===== config.mk =====
export PLATFORM = sky130hd
export DESIGN_NAME = cell_monitor_service_sequencer_top
export DESIGN_NICKNAME = d
export VERILOG_FILES = /design/src/design/cmss_pkg.sv /design/src/design/cmss_step.sv /design/src/design/cell_monitor_service_sequencer_top.sv
export SDC_FILE = /design/constraint.sdc
export NUM_CORES = 1
export LEC_CHECK = 0
export BUFFER_PORTS_ARGS = -buffer_cell sky130_fd_sc_hd__buf_2
export CORE_MARGIN = 2
export CORE_UTILIZATION = 50
export CTS_BUF_LIST = sky130_fd_sc_hd__clkbuf_4
export CTS_CLUSTER_DIAMETER = 60
export CTS_CLUSTER_SIZE = 40
export DETAILED_ROUTE_END_ITERATION = 8
export HOLD_SLACK_MARGIN = 0.06
export PLACE_DENSITY = 0.69
export SYNTH_ARGS = -nofsm -noshare
export SYNTH_HDL_FRONTEND = slang
export SYNTH_SLANG_ARGS = --single-unit

===== constraint.sdc =====
create_clock -name clk_i -period 13.93 [get_ports clk_i]
set_input_delay 1.393 -clock clk_i [delete_from_list [all_inputs] [get_ports clk_i]]
set_output_delay 1.393 -clock clk_i [all_outputs]
set_load 0.03 [all_outputs]

===== src/design/cmss_pkg.sv =====
// ----------------------------------------------------------------------------
// cmss_pkg
// Shared types and constants for the cell monitor service sequencer.
// ----------------------------------------------------------------------------
`default_nettype none

package cmss_pkg;

  localparam int unsigned TimeW  = 32;
  localparam int unsigned CountW = 32;

  localparam logic [31:0] MeasurePeriodRst  = 32'd100;
  localparam logic [15:0] IdleTimeoutRst    = 16'd5;
  localparam logic [15:0] SleepTimeoutRst   = 16'd2000;
  localparam logic [7:0]  ConversionTimeRst = 8'd8;

  typedef enum logic [3:0] {
    SVC_BOOT    = 4'd0,
    SVC_WAKE    = 4'd1,
    SVC_CONFIG  = 4'd2,
    SVC_STANDBY = 4'd3,
    SVC_START   = 4'd4,
    SVC_WAIT    = 4'd5,
    SVC_READ    = 4'd6,
    SVC_PROCESS = 4'd7,
    SVC_FAULT   = 4'd8
  } svc_state_e;

  typedef enum logic [2:0] {
    LINK_OFF   = 3'd0,
    LINK_IDLE  = 3'd1,
    LINK_READY = 3'd2,
    LINK_XFER  = 3'd3,
    LINK_ERROR = 3'd4
  } link_state_e;

  typedef enum logic [2:0] {
    ACT_NONE   = 3'd0,
    ACT_WAKE   = 3'd1,
    ACT_CONFIG = 3'd2,
    ACT_START  = 3'd3,
    ACT_READ   = 3'd4
  } action_e;

  typedef enum logic [1:0] {
    RES_OK   = 2'd0,
    RES_FAIL = 2'd1,
    RES_LINK = 2'd2,
    RES_CRC  = 2'd3
  } action_result_e;

  typedef enum logic [1:0] {
    STAT_OK        = 2'd0,
    STAT_COMM_ERR  = 2'd1,
    STAT_STATE_ERR = 2'd2
  } status_e;

  typedef enum logic [1:0] {
    REG_MEASURE_PERIOD  = 2'd0,
    REG_IDLE_TIMEOUT    = 2'd1,
    REG_SLEEP_TIMEOUT   = 2'd2,
    REG_CONVERSION_TIME = 2'd3
  } cfg_reg_e;

  typedef struct packed {
    logic [31:0] measure_period;
    logic [15:0] idle_timeout;
    logic [15:0] sleep_timeout;
    logic [7:0]  conversion_time;
  } cfg_t;

  typedef struct packed {
    svc_state_e         svc;
    link_state_e        link;
    logic               configured;
    logic [TimeW-1:0]   last_comm;
    logic [TimeW-1:0]   last_measure;
    logic [TimeW-1:0]   entry;
    logic [CountW-1:0]  comm_errors;
    logic [CountW-1:0]  crc_errors;
    logic [CountW-1:0]  measurements;
  } seq_state_t;

endpackage

`default_nettype wire


===== src/design/cmss_step.sv =====
// ----------------------------------------------------------------------------
// cmss_step
// Next-state logic for one service tick of the sequencer.
// ----------------------------------------------------------------------------
`default_nettype none

module cmss_step (
  input  cmss_pkg::cfg_t           cfg_i,
  input  cmss_pkg::seq_state_t     cur_i,
  input  logic [31:0]              now_ms_i,
  input  logic [1:0]               action_result_i,
  output cmss_pkg::seq_state_t     nxt_o,
  output cmss_pkg::action_e        action_o,
  output cmss_pkg::status_e        status_o
);
  import cmss_pkg::*;

  logic [TimeW-1:0] since_comm;
  logic [TimeW-1:0] since_meas;
  logic [TimeW-1:0] since_entry;
  logic             idle_hit;
  logic             sleep_hit;
  logic             res_ok;
  logic [1:0]       comm_inc;
  logic             crc_inc;
  logic             meas_inc;
  seq_state_t       nxt;

  assign since_comm  = now_ms_i - cur_i.last_comm;
  assign since_meas  = now_ms_i - cur_i.last_measure;
  assign since_entry = now_ms_i - cur_i.entry;
  assign idle_hit    = since_comm >= {16'd0, cfg_i.idle_timeout};
  assign sleep_hit   = since_comm >= {16'd0, cfg_i.sleep_timeout};
  assign res_ok      = action_result_i == RES_OK;

  always_comb begin
    nxt      = cur_i;
    action_o = ACT_NONE;
    status_o = STAT_OK;
    comm_inc = 2'd0;
    crc_inc  = 1'b0;
    meas_inc = 1'b0;
    unique case (cur_i.svc)
      SVC_BOOT: begin
        nxt.configured = 1'b0;
        nxt.link       = LINK_IDLE;
        nxt.entry      = now_ms_i;
        nxt.svc        = SVC_WAKE;
      end
      SVC_WAKE: begin
        action_o = ACT_WAKE;
        if (!res_ok) begin
          comm_inc = 2'd1;
        end else begin
          nxt.link      = LINK_READY;
          nxt.last_comm = now_ms_i;
          nxt.entry     = now_ms_i;
          nxt.svc       = cur_i.configured ? SVC_START : SVC_CONFIG;
        end
      end
      SVC_CONFIG: begin
        action_o = ACT_CONFIG;
        if (!res_ok) begin
          comm_inc       = (action_result_i == RES_LINK) ? 2'd2 : 2'd1;
          crc_inc        = action_result_i == RES_CRC;
          nxt.configured = 1'b0;
        end else begin
          nxt.configured = 1'b1;
          nxt.link       = LINK_READY;
          nxt.last_comm  = now_ms_i;
          nxt.entry      = now_ms_i;
          nxt.svc        = SVC_START;
        end
      end
      SVC_STANDBY: begin
        if (since_meas >= cfg_i.measure_period) begin
          if (sleep_hit) begin
            nxt.configured = 1'b0;
            nxt.svc        = SVC_WAKE;
          end else if (idle_hit) begin
            nxt.svc = SVC_WAKE;
          end else begin
            nxt.svc = SVC_START;
          end
          nxt.entry = now_ms_i;
        end
      end
      SVC_START: begin
        if (sleep_hit) begin
          nxt.configured = 1'b0;
          nxt.svc        = SVC_WAKE;
        end else if (idle_hit) begin
          nxt.svc = SVC_WAKE;
        end else begin
          action_o = ACT_START;
          if (!res_ok) begin
            comm_inc = 2'd1;
          end else begin
            nxt.link      = LINK_XFER;
            nxt.last_comm = now_ms_i;
            nxt.entry     = now_ms_i;
            meas_inc      = 1'b1;
            nxt.svc       = SVC_WAIT;
          end
        end
      end
      SVC_WAIT: begin
        if (since_entry > {24'd0, cfg_i.conversion_time}) begin
          if (idle_hit && !res_ok) begin
            action_o = ACT_WAKE;
            comm_inc = 2'd1;
          end else begin
            if (idle_hit) begin
              action_o      = ACT_WAKE;
              nxt.last_comm = now_ms_i;
              nxt.link      = LINK_READY;
            end
            nxt.svc = SVC_READ;
          end
        end
      end
      SVC_READ: begin
        action_o = ACT_READ;
        if (!res_ok) begin
          comm_inc = 2'd1;
          crc_inc  = action_result_i == RES_CRC;
        end else begin
          nxt.link         = LINK_READY;
          nxt.last_comm    = now_ms_i;
          nxt.last_measure = now_ms_i;
          nxt.svc          = SVC_PROCESS;
        end
      end
      SVC_PROCESS: begin
        nxt.svc = SVC_STANDBY;
      end
      SVC_FAULT: begin
        nxt.configured = 1'b0;
        nxt.link       = LINK_ERROR;
        nxt.entry      = now_ms_i;
        nxt.svc        = SVC_WAKE;
      end
      default: begin
        nxt.configured = 1'b0;
        nxt.svc        = SVC_FAULT;
        status_o       = STAT_STATE_ERR;
      end
    endcase

    // Any counted communication error is a failure that ends in fault.
    if (comm_inc != 2'd0) begin
      nxt.link = LINK_ERROR;
      nxt.svc  = SVC_FAULT;
      status_o = STAT_COMM_ERR;
    end
    nxt.comm_errors  = cur_i.comm_errors + {{(CountW-2){1'b0}}, comm_inc};
    nxt.crc_errors   = cur_i.crc_errors + {{(CountW-1){1'b0}}, crc_inc};
    nxt.measurements = cur_i.measurements + {{(CountW-1){1'b0}}, meas_inc};
  end

  assign nxt_o = nxt;

endmodule

`default_nettype wire


===== src/design/cell_monitor_service_sequencer_top.sv =====
// ----------------------------------------------------------------------------
// cell_monitor_service_sequencer_top
// Service sequencer for a battery-monitor stack, one service tick per item.
//
// Each input item on the s_axis channel is one service tick carrying the
// current millisecond time and the outcome of the action issued this tick.
// For every tick exactly one result item leaves on m_axis: the action, the
// status, the new service and link states, the configured flag and the three
// wrapping error and measurement counters.
// m_axis_tvalid rises in the cycle after acceptance, and one tick can be
// taken every clock: the whole step is a single pass of compare and add
// logic between the sequencer state registers and the result register.
// When the receiver stalls, the result register holds its item and
// s_axis_tready drops until that item is taken.
// Reset puts the sequencer in the boot state with the link off, clears all
// time stamps and counters, and loads the configuration defaults (period
// 100 ms, idle 5 ms, sleep 2000 ms, conversion 8 ms). Registers are written
// on the cfg channel, which is always ready.
// ----------------------------------------------------------------------------
`default_nettype none

module cell_monitor_service_sequencer_top (
  input  logic         clk_i,
  input  logic         rst_ni,
  input  logic         s_axis_tvalid,
  output logic         s_axis_tready,
  // [31:0] now_ms, [33:32] action_result, [39:34] zero
  input  logic [39:0]  s_axis_tdata,
  output logic         m_axis_tvalid,
  input  logic         m_axis_tready,
  // [2:0] action, [4:3] status, [8:5] service_state, [11:9] link_state,
  // [12] is_configured, [44:13] link_error_total, [76:45] crc_error_total,
  // [108:77] measure_total, [111:109] zero
  output logic [111:0] m_axis_tdata,
  input  logic         cfg_valid_i,
  output logic         cfg_ready_o,
  input  logic [1:0]   cfg_index_i,
  input  logic [31:0]  cfg_data_i
);
  import cmss_pkg::*;

  cfg_t         cfg_q;
  seq_state_t   st_q;
  seq_state_t   st_d;
  action_e      action;
  status_e      status;
  logic         out_valid_q;
  logic [111:0] out_data_q;
  logic         in_fire;

  assign cfg_ready_o   = 1'b1;
  assign s_axis_tready = !out_valid_q || m_axis_tready;
  assign in_fire       = s_axis_tvalid && s_axis_tready;

  always_ff @(posedge clk_i or negedge rst_ni) begin
    if (!rst_ni) begin
      cfg_q.measure_period  <= MeasurePeriodRst;
      cfg_q.idle_timeout    <= IdleTimeoutRst;
      cfg_q.sleep_timeout   <= SleepTimeoutRst;
      cfg_q.conversion_time <= ConversionTimeRst;
    end else if (cfg_valid_i) begin
      unique case (cfg_reg_e'(cfg_index_i))
        REG_MEASURE_PERIOD:  cfg_q.measure_period  <= cfg_data_i;
        REG_IDLE_TIMEOUT:    cfg_q.idle_timeout    <= cfg_data_i[15:0];
        REG_SLEEP_TIMEOUT:   cfg_q.sleep_timeout   <= cfg_data_i[15:0];
        REG_CONVERSION_TIME: cfg_q.conversion_time <= cfg_data_i[7:0];
        default: ;
      endcase
    end
  end

  cmss_step u_step (
    .cfg_i           (cfg_q),
    .cur_i           (st_q),
    .now_ms_i        (s_axis_tdata[31:0]),
    .action_result_i (s_axis_tdata[33:32]),
    .nxt_o           (st_d),
    .action_o        (action),
    .status_o        (status)
  );

  always_ff @(posedge clk_i or negedge rst_ni) begin
    if (!rst_ni) begin
      st_q.svc          <= SVC_BOOT;
      st_q.link         <= LINK_OFF;
      st_q.configured   <= 1'b0;
      st_q.last_comm    <= '0;
      st_q.last_measure <= '0;
      st_q.entry        <= '0;
      st_q.comm_errors  <= '0;
      st_q.crc_errors   <= '0;
      st_q.measurements <= '0;
    end else if (in_fire) begin
      st_q <= st_d;
    end
  end

  always_ff @(posedge clk_i or negedge rst_ni) begin
    if (!rst_ni) begin
      out_valid_q <= 1'b0;
    end else if (in_fire) begin
      out_valid_q <= 1'b1;
    end else if (m_axis_tready) begin
      out_valid_q <= 1'b0;
    end
  end

  always_ff @(posedge clk_i) begin
    if (in_fire) begin
      out_data_q <= {3'd0, st_d.measurements, st_d.crc_errors, st_d.comm_errors,
                     st_d.configured, st_d.link, st_d.svc, status, action};
    end
  end

  assign m_axis_tvalid = out_valid_q;
  assign m_axis_tdata  = out_data_q;

endmodule

`default_nettype wire

Word level (Yosys, flattened, before mapping)
Index checks and enable logic that the tools add are counted.

word-level totals
  bits in registers = 382
  output and inout port bits = 115
  input bits = 79
  word-level logic and storage cells = 128

cells by class
  order comparisons = 4
  eq/ne operators = 20
  reductions and logical operators = 25
  multiplexer cells = 57
  add/sub/neg operators = 6

operator list
  operator                                        count
  two-way mux 32 bit                              10
  case mux 32 bit (4 select lines)                2
  subtractor 32 bit                               3
  adder 32 x 1 -> 32 bit                          2
  >= comparator 32 x 16 -> 1 bit                  2
  two-way mux 64 bit                              1
  two-way mux 7 bit                               7
  adder 32 x 2 -> 32 bit                          1
  >= comparator 32 bit                            1
  > comparator 32 x 8 -> 1 bit                    1
  case mux 4 bit (8 select lines)                 1
  two-way mux 3 bit                               8
  case mux 3 bit (7 select lines)                 1
  == test 4 x 3 -> 1 bit (second input constant)  4
  two-way mux 4 bit                               4
  case mux 3 bit (5 select lines)                 1
  two-way mux 2 bit                               7
  two-way mux 1 bit                               13
  OR reduction 9 bit                              1
  == test 2 bit (second input constant)           4
  == test 4 x 2 -> 1 bit (second input constant)  2
  != test 2 x 1 -> 1 bit (second input constant)  4
  case mux 2 bit (4 select lines)                 1
  AND reduction 2 bit                             4
  other kinds (17)                                27

Logic depth before layout (Yosys ltp)
  depth in word-level cells = 8
  gate-level depth with buffers = 33
  depth with buffers taken out = 33

Modules after synthesis
From an unflattened synthesis, not the netlist that was laid out.

unflattened totals
  cells, all modules = 2927
  area, all modules = 27804.2 µm²

modules (own cells, without submodules)
  module                              instances  area each (µm²)  cells each  sequential area each (µm²)
  cmss_step                           1          14192.4          2233        0.0
  cell_monitor_service_sequencer_top  1          13611.8          694         10119.7

Worst setup path after synthesis
OpenSTA, ideal clock, no wires.

  path kind = input-to-reg
  start point = input port s_axis_tdata[4]
  end point = register out_data_q[41] (netlist: m_axis_tdata[41]), data pin
  data arrival time = 7.980 ns
  required time = 13.672 ns
  library setup time = 0.258 ns
  path buffers = 0
  slack = 5.692 ns
  stages on the path = 32
  cell sequence = ha_1 -> a21o_1 -> or3_1 -> o22ai_2 -> o21ai_0 -> nand3_1 -> nand2_1 -> a21boi_0 -> xnor2_1 -> ha_1 -> a21o_1 -> a21o_1 -> a221oi_1 -> o21ai_0 -> or3_1 -> nor4_1 -> nand3b_1 -> o311ai_4 -> ha_1 -> inv_1 -> fa_1 -> nor2_1 -> and3_1 -> and3_1 -> and3_1 -> and3_1 -> and3_1 -> and3_1 -> and3_1 -> and3_1 -> nand3_1 -> xnor2_1

RTL lines
  what                  RTL line                                   text
  from (decl)           cell_monitor_service_sequencer_top.sv:28   input logic [39:0] s_axis_tdata,
  to (signal assigned)  cell_monitor_service_sequencer_top.sv:110  out_data_q <= {3'd0, st_d.measurements, st_d.crc_errors, st_d.comm_errors,
  to (decl)             cell_monitor_service_sequencer_top.sv:48   logic [111:0] out_data_q;

==> out/metrics.cfg <==
[floorplanning]
num_io_pins = 194
rows = 79
initial_core_util_pct = 50.60
dieHeight_um = 221.1
fp.dieW_um = 221.1
dieArea_um2 = 48870
coreArea_um2 = 46560

[power]
p_comb_share_pct = 49.9
p_leak_nw = 12.29
clockPowerShare_pct = 15.2
irDropWorstVdd_mv = 0.07502
p_sw_mw = 1.696
total_power_mw = 4.071
powerDensity_nw_per_um2 = 160.1
p_seq_share_pct = 34.9
intPower_mw = 2.375
switching_share_pct = 41.65

[worst_hold_path]
hold_end = st_q[63]
hold_depth = 1
min_from = st_q[63]
holdCritPathClass = register to register

[place]
port_buffers = 183
place_congestion = 0.8782
dp_hpwl_um = 38850

[synthesis]
synth-seq-cells = 382
synth_area_um2 = 23560
synthArstFlopShare_pct = 71.47
ys_types = 102
synth_ff_type = dfrtp_1
synth_edf_count = 109
ys.warnings.count = 0
syn_area_per_cell_um2 = 10.04
ys_seq_area_share_pct = 42.96
synth_cells = 2346

[critical_path]
cp_top_family = simple AND/OR/NAND/NOR gates
crit_fanout = 6
reg2reg_depth = 33
critPathLaunchType = input pin
rrSetupSlack_ns = 5.65
crit_slowest_cell = or3_1
worstSetupPathType = input pin to register
cp_common_cell = and3_1
cp.arrival_ns = 9.27
critPathMaxStageDelay_ns = 0.45
r2r_end = m_axis_tdata[41]
worst_r2r_startpoint = st_q[164]
crit_required_ns = 14.51
worst_setup_path_end_kind = register
timing.critical_path.buf_inv = 2

[timing]
setup_viol = 0
hold_viol = 0
skew_ns = 0.06600
grt_setup_unrepaired = false
fin_crit_ns = 8.696
slew_headroom_pct = 20.47
tightest_slew_ns = 1.190
post-route-period-util_pct = 62.43
fmax_ghz = 0.1150
setup-tns-final_ns = 0
finalMaxSlewViolations = 0

[global_route]
grt_util_met1_pct = 28.10
antenna_found_initial = 5
overflow = 0
grt_busiest_layer = met2
met3_usage_pct = 2.868
grt_max_degree = 153
grt_use_met2_pct = 35.49
grt_pass1_vias = 17120
grt.total_usage_pct = 20.97
grt_pass1_wl_um = 85010

[detailed_routing]
ant_nets = 0
drcViolationCount = 0
drt-pass1-iter-count = 5
dr.first_iter.drc_count = 1283
route.vias.total = 17340
routedWlPerCell_um = 16.53
wl_um = 51790
vias_per_cell = 5.533

[layout]
syn_to_final_growth_pct = 7.973
nNetsFinal = 2753
fillers = 4114
seq_area_um2 = 10120
layout-drive-gt1-share_pct = 16.24
multi_input_area_um2 = 12250

[clocking]
cts.sinks = 382
clk_latency_ns = 0.81
root_buffer = clkbuf_4
clkTransAtPathRegs_ns = 0.22
ctsResizeCount = 0
cts_tree = built
cts_hold_buf = 0
post_cts_buffers = 0
cts_buffers = 34
clockBufferDepth = 3
cts.htree.levels = 2

[run]
cap_violations = 0

[outcome]
status = finished clean

[flip-flops by register name (all words and copies together), names as in the netlist]
register and count:
cfg_q 72, m_axis_tvalid 1, st_q 200, m_axis_tdata 109
[layout make-up]
cell class / instances / share of cell area (%)
inverters: 202 / 3.001
clock inverters: 19 / 0.9298
well taps: 607 / 2.986
clock buffers: 42 / 1.240
repair buffers: 189 / 3.867
multi-input cells: 1690 / 48.16
diodes: 3 / 0.02952
flip-flops and latches: 382 / 39.79
[cells in the final DEF (no fill, tap or decap), drive strengths merged, types with 6 or more instances in the layout]
| cell type | count |
|---|---|
| a31oi | 9 |
| a211o | 17 |
| a21oi | 126 |
| nand4 | 25 |
| nand2b | 24 |
| a21o | 58 |
| nand3 | 73 |
| nor2 | 120 |
| nand2 | 250 |
| o21a | 16 |
| buf | 189 |
| or2 | 6 |
| xnor2 | 143 |
| xor2 | 103 |
| nor3 | 35 |
| or3 | 15 |
| o21ai | 98 |
| mux2 | 103 |
| clkinv | 9 |
| and2 | 19 |
| dfstp | 12 |
| mux2i | 37 |
| inv | 208 |
| dfrtp | 261 |
| a211oi | 14 |
| edfxtp | 109 |
| o22ai | 9 |
| nor2b | 10 |
| and4 | 8 |
| o21bai | 8 |
| nand3b | 6 |
| and3 | 50 |
| a2111oi | 16 |
| nor4 | 12 |
| a21boi | 9 |
| ha | 171 |
| o211ai | 16 |
| clkbuf | 42 |
[worst register-to-register path: cells and delay by family (launching register included)]
kind / cells / cell delay, ns
AOI/OAI and AO/OA: 9 / 2.06
and+or+nand+nor: 16 / 3.96
adders and majority gates: 4 / 1.29
DFF: 1 / 0.35
xor gates and xnor gates: 2 / 0.33
buffers and inverters: 2 / 0.11
[metal layers]
metal	vias up	wire length (um)	part of all wire, %
li1	8567	-	-
met1	8289	23690	46
met2	394	24630	48
met3	88	2125	4.1
met4	2	1329	2.6
met5	-	13	0.025
[worst max-delay path by stage]
stage / endpoint / slack, ns / start / cells after the start
after floorplan: m_axis_tdata[41] / 5.69 / s_axis_tdata[4] / 32
after global placement: m_axis_tdata[41] / 4.55 / s_axis_tdata[4] / 33
after detailed placement: m_axis_tdata[41] / 4.45 / s_axis_tdata[4] / 33
after CTS: m_axis_tdata[41] / 5.34 / s_axis_tdata[4] / 33
after global routing: m_axis_tdata[41] / 4.66 / s_axis_tdata[4] / 33
final: m_axis_tdata[41] / 5.23 / s_axis_tdata[4] / 33
[stage by stage]
step / util (%) / instances / worst slack [ns] / area [um2] / hold slack (ns)
after global placement: 53.43 / 3070 / 4.555 / 24880 / 0.4637
final: 54.63 / 3134 / 5.234 / 25430 / 0.4983
after detailed placement: 53.43 / 3070 / 4.448 / 24880 / 0.4701
after floorplan: - / 2348 / 5.692 / 23560 / 0.4498
after CTS: 54.62 / 3131 / 5.341 / 25430 / 0.5062
after global routing: 54.63 / 3134 / 4.655 / 25430 / 0.5263
[cells in the mapped netlist (37+ instances only)]
cell type,instances,area [um2]
a21o_1,55,412.9
o21ai_0,95,475.5
edfxtp_1,109,3273
xor2_1,103,902.1
ha_1,171,2140
inv_1,201,754.5
clkbuf_1,44,165.2
a21oi_1,123,615.6
xnor2_1,143,1252
nand2_1,249,934.7
and3_1,49,306.5
mux2i_1,37,370.4
nand3_1,73,365.4
nor2_1,119,446.7
mux2_2,103,1160
dfrtp_1,261,6531
[power by group through the flow]
| stage | combinational, mW | sequential [mW] | clock [mW] |
|---|---|---|---|
| after CTS | 2.03 | 1.42 | 0.642 |
| after floorplan | 1.54 | 1.46 | 0 |
| after detailed placement | 2.01 | 1.44 | 0 |
| after global routing | 2.26 | 1.44 | 0.681 |
| after global placement | 1.97 | 1.44 | 0 |
| final | 2.03 | 1.42 | 0.618 |
[cell families after synthesis]
kind of cell / synth area share, %
simple gates: 13.70
compound gates: 13.12
flops: 42.96
buf+inv: 5.120
xor+xnor: 9.146
fa+ha+maj: 9.423
mux: 6.496
other cells: 0.03188
Note: power is estimated with default switching activity, not from simulation.
